<file path="src/bxavg_pkg.sv">
package bxavg_pkg;

    localparam int PIX_W   = 8;
    localparam int SF_W    = 5;
    localparam int WD_W    = 13;
    localparam int HT_W    = 13;
    localparam int PADDR_W = 4;
    localparam int PDATA_W = 32;

    localparam logic [1:0] REG_SUB_FACTOR = 2'd0;
    localparam logic [1:0] REG_IN_WIDTH   = 2'd1;
    localparam logic [1:0] REG_IN_HEIGHT  = 2'd2;

    typedef struct packed {
        logic take_px;
        logic acc;
        logic nblk_start;
        logic avg_start;
        logic nblk_load;
        logic emit_load;
    } t_cmd;

    typedef struct packed {
        logic hit;
        logic blk_done;
        logic div_done;
        logic out_free;
        logic emit_last;
    } t_sts;

endpackage

</file>
<file path="src/bxavg_ctrl.sv">
module bxavg_ctrl (
    input  logic            i_clk,
    input  logic            i_rst_n,
    input  logic            i_valid,
    input  logic            i_cfg_wr,
    input  bxavg_pkg::t_sts i_sts,
    output bxavg_pkg::t_cmd o_cmd,
    output logic            o_stall
);

    typedef enum logic [4:0] {
        S_IDLE = 5'b00001,
        S_NBLK = 5'b00010,
        S_RD   = 5'b00100,
        S_DIV  = 5'b01000,
        S_EMIT = 5'b10000
    } t_state;

    t_state r_state, n_state;
    logic   r_stale, n_stale;

    always_comb begin
        n_state = r_state;
        n_stale = r_stale;
        o_cmd   = '0;
        o_stall = 1'b1;
        case (r_state)
            S_IDLE: begin
                // Blocks per row are recomputed after every register write.
                if (r_stale) begin
                    o_cmd.nblk_start = 1'b1;
                    n_stale          = 1'b0;
                    n_state          = S_NBLK;
                end else begin
                    o_stall = 1'b0;
                    if (i_valid) begin
                        o_cmd.take_px = 1'b1;
                        if (i_sts.hit) begin
                            n_state = S_RD;
                        end
                    end
                end
            end
            S_NBLK: begin
                if (i_sts.div_done) begin
                    o_cmd.nblk_load = 1'b1;
                    n_state         = S_IDLE;
                end
            end
            S_RD: begin
                o_cmd.acc = 1'b1;
                if (i_sts.blk_done) begin
                    o_cmd.avg_start = 1'b1;
                    n_state         = S_DIV;
                end else begin
                    n_state = S_IDLE;
                end
            end
            S_DIV: begin
                if (i_sts.div_done) begin
                    n_state = S_EMIT;
                end
            end
            S_EMIT: begin
                if (i_sts.out_free) begin
                    o_cmd.emit_load = 1'b1;
                    if (i_sts.emit_last) begin
                        n_state = S_IDLE;
                    end
                end
            end
            default: begin
                n_state = S_IDLE;
            end
        endcase
        if (i_cfg_wr) begin
            n_stale = 1'b1;
        end
    end

    always_ff @(posedge i_clk) begin
        if (!i_rst_n) begin
            r_state <= S_IDLE;
            r_stale <= 1'b1;
        end else begin
            r_state <= n_state;
            r_stale <= n_stale;
        end
    end

endmodule

</file>
<file path="config.mk">
export PLATFORM = sky130hd
export DESIGN_NAME = bxavg_ctrl
export DESIGN_NICKNAME = d
export VERILOG_FILES = /design/src/bxavg_pkg.sv /design/src/bxavg_ctrl.sv
export SDC_FILE = /design/constraint.sdc
export NUM_CORES = 1
export LEC_CHECK = 0
export BUFFER_PORTS_ARGS = -buffer_cell sky130_fd_sc_hd__buf_2
export CAP_MARGIN = 10
export CORE_AREA = 2 2 39 41
export CTS_CLUSTER_DIAMETER = 150
export CTS_CLUSTER_SIZE = 16
export DETAILED_ROUTE_END_ITERATION = 16
export DIE_AREA = 0 0 41 43
export PLACE_DENSITY = 0.6
export SLEW_MARGIN = 20
export SYNTH_ARGS = -nofsm -noshare
export SYNTH_HDL_FRONTEND = slang
export SYNTH_SLANG_ARGS = --single-unit
export TNS_END_PERCENT = 5
</file>
<file path="constraint.sdc">
create_clock -name i_clk -period 1.5 [get_ports i_clk]
set_clock_uncertainty 0.1 [all_clocks]
set_input_delay 0 -clock i_clk [delete_from_list [all_inputs] [get_ports i_clk]]
set_output_delay 0 -clock i_clk [all_outputs]
set_load 0.1 [all_outputs]
</file>
==> impl_metrics.yaml <==
power:
  peakVddDrop_mv: 0.642
  powerDensity_nw_per_um2: 941
  leakagePower_nw: 0.294
layout:
  n_antenna_cell: 0
  stdcell_count: 89
  layout.nets: 83
  final_util: 0.543
  drive_above_1_share: 0.548
  nFillCells: 128
  stdcell_area_um2: 752
  area_growth_pct: 101
yosys:
  synth_edf_count: 0
  synth_area_um2: 374
  ys_ff_latch: 6
  synth_top_area_share: 0.321
  synth_area_leaders: "dfxtp_1 32%, nand2_1 7.0%, and4_1 4.7%"
  async_reset_ff_frac: 0
  synth_top_area_cell: "dfxtp_1"
  synth_flop_cell: "dfxtp_1"
  syn_area_per_cell_um2: 8.13
  netlist_top_cells_count: "7 x nand2_1, 6 x dfxtp_1, 3 x nor2_1"
  syn-num-nets: 55
  ys_types: 28
  ys_seq_area_frac: 0.321
  synthCells: 46
  synth_most_common_cell: "nand2_1"
  yosysWarningCount: 0
timing:
  timing.final.hold_violations: 0
  rsz0062_at_grt: "yes"
  setup_ws_ps: -59.3
  fmax_mhz: 641
  setup_viol: 2
  maxSlewHeadroom: 0.769
  worst_slew_pin_slew_ps: 342
  period_share: 1.04
  period_needed_ps: 1560
  drv_slew: 0
  holdWs_ps: 33.2
  tns_ps: -109
setup_path:
  path_cells: "nor4_4, nand2_2, nor2_4, and2_4, buf_12"
  endpoint_kind: "primary output"
  worstSetupStartpointType: "register"
  worstPathArrival_ps: 1460
  criticalPathCategory: "reg2out"
  cpPeakStageDelay_ps: 350
  crit_path_max_fanout: 3
  crit_required_ps: 1400
  crit_path_top_delay_cell: "dfxtp_4"
routing:
  via_count: 453
  drt_iter0_drc: 3
  drtPass1Iterations: 4
  antenna_left: 0
  wirelength_um: 1110
  avgRoutedWirePerCell_um: 12.4
  drc: 0
  via_per_inst: 5.09
global_route:
  grt_overflow: 0
  grt_max_degree: 9
  grt_usage: 0.149
  grt_pass1_vias: 460
  grt_pass1_wl_um: 1760
  antenna_found_initial: 0
floorplanning:
  die_w_um: 41
  core-area_um2: 1380
  die_y_um: 43
  rows: 14
  fp.dieArea_um2: 1760
  pin_count: 16
  initial_utilization: 0.270
placed_design:
  dp.cells: 76
  placed_cell_area_um2: 606
  dp_hpwl_um: 723
  gp_congestion: 0.831
  port_buffers: 15
clock_network:
  cts_buffer_depth: 2
  cts_tree: "done"
  clk-insertion-delay-late_ps: 250
  cts-buffers-inserted: 3
  clk_transition_reported_paths_ps: 50
  cts_sinks: 6
  htree_levels: 1
  cts_root_buf: "clkbuf_4"
job:
  cap_viol_max_count: 0
status:
  outcome: "finished with violations"
  violations: "negative setup slack"
worst_hold_path:
  hp-class: "in2reg"
-- critical path: cells and delay by family, from the launching register on --
| family | cells | cell delay, ps |
|---|---|---|
| buffers and inverters | 1 | 160 |
| AND/OR/NAND/NOR | 4 | 690 |
| flip-flops | 1 | 350 |
-- cells by family after synthesis --
group | synth area share
and+or+nand+nor | 0.385
buffers and inverters | 0.0702
DFF | 0.321
xor gates and xnor gates | 0.0234
AOI/OAI and AO/OA | 0.201
-- metrics by stage --
stage          total power, mW  setup WS, ps
2_1_floorplan            0.417          -274
3_3_place_gp             0.488          96.5
3_5_place_dp             0.491          75.2
4_1_cts                  0.705         -75.3
5_1_grt                  0.743          -129
6_report                 0.708         -59.3
-- flip-flops by register name (all words and copies together) (netlist names) --
signal / cells
r_stale: 1
r_state: 5
-- per-layer routing --
metal,vias up,track usage,wire [um]
met4,0,0.0800,27
met3,4,0.0314,49
met2,17,0.256,635
li1,225,-,-
met5,-,0,0
met1,207,0.155,395
-- path summary, 6_finish.rpt --
check | slack [ps] | to | cells after the start | startpoint
worst max-delay path | -60 | o_cmd[5] | 5 | r_state[3]
worst min-delay path | 30 | r_state[4] | 4 | i_sts[0]
worst max register to register | -50 | r_state[0] | 5 | r_state[3]
worst min register to register | 440 | r_stale | 2 | r_stale
-- placed cells by master (no fill, tap or decap), types with 2 or more instances in the layout --
cell type | Yosys | layout
dlygate4sd3_1 | 0 | 6
buf_2 | 0 | 8
nor4_4 | 0 | 2
dfxtp_4 | 0 | 2
nand2_1 | 7 | 5
buf_6 | 1 | 2
dfxtp_2 | 0 | 3
and4_1 | 2 | 2
buf_4 | 1 | 3
buf_12 | 0 | 6
clkbuf_4 | 0 | 3
and2_4 | 0 | 2
-- power by group --
part | internal, mW | total, mW | switching [mW]
registers | 0.173 | 0.196 | 0.0229
clock network | 0.101 | 0.170 | 0.0688
logic | 0.144 | 0.341 | 0.197
-- cell type report --
class / count / area [um2] / area share
clock buffer: 4 / 26.3 / 0.0349
multi-input combinational: 36 / 298 / 0.396
sequential: 6 / 131 / 0.175
tap: 16 / 20.0 / 0.0266
inverter: 2 / 11.3 / 0.0150
timing repair buffer: 25 / 265 / 0.353
-- repair_timing --
| action | in CTS | in global routing |
|---|---|---|
| hold buffers | 6 | 0 |
| setup buffers | 3 | 0 |
| resized for setup | 8 | 4 |
| pin swaps | 3 | 6 |
| setup endpoints to repair | 2 | 7 |
| hold endpoints to repair | 6 | 0 |
(Power assumes the default switching activity.)
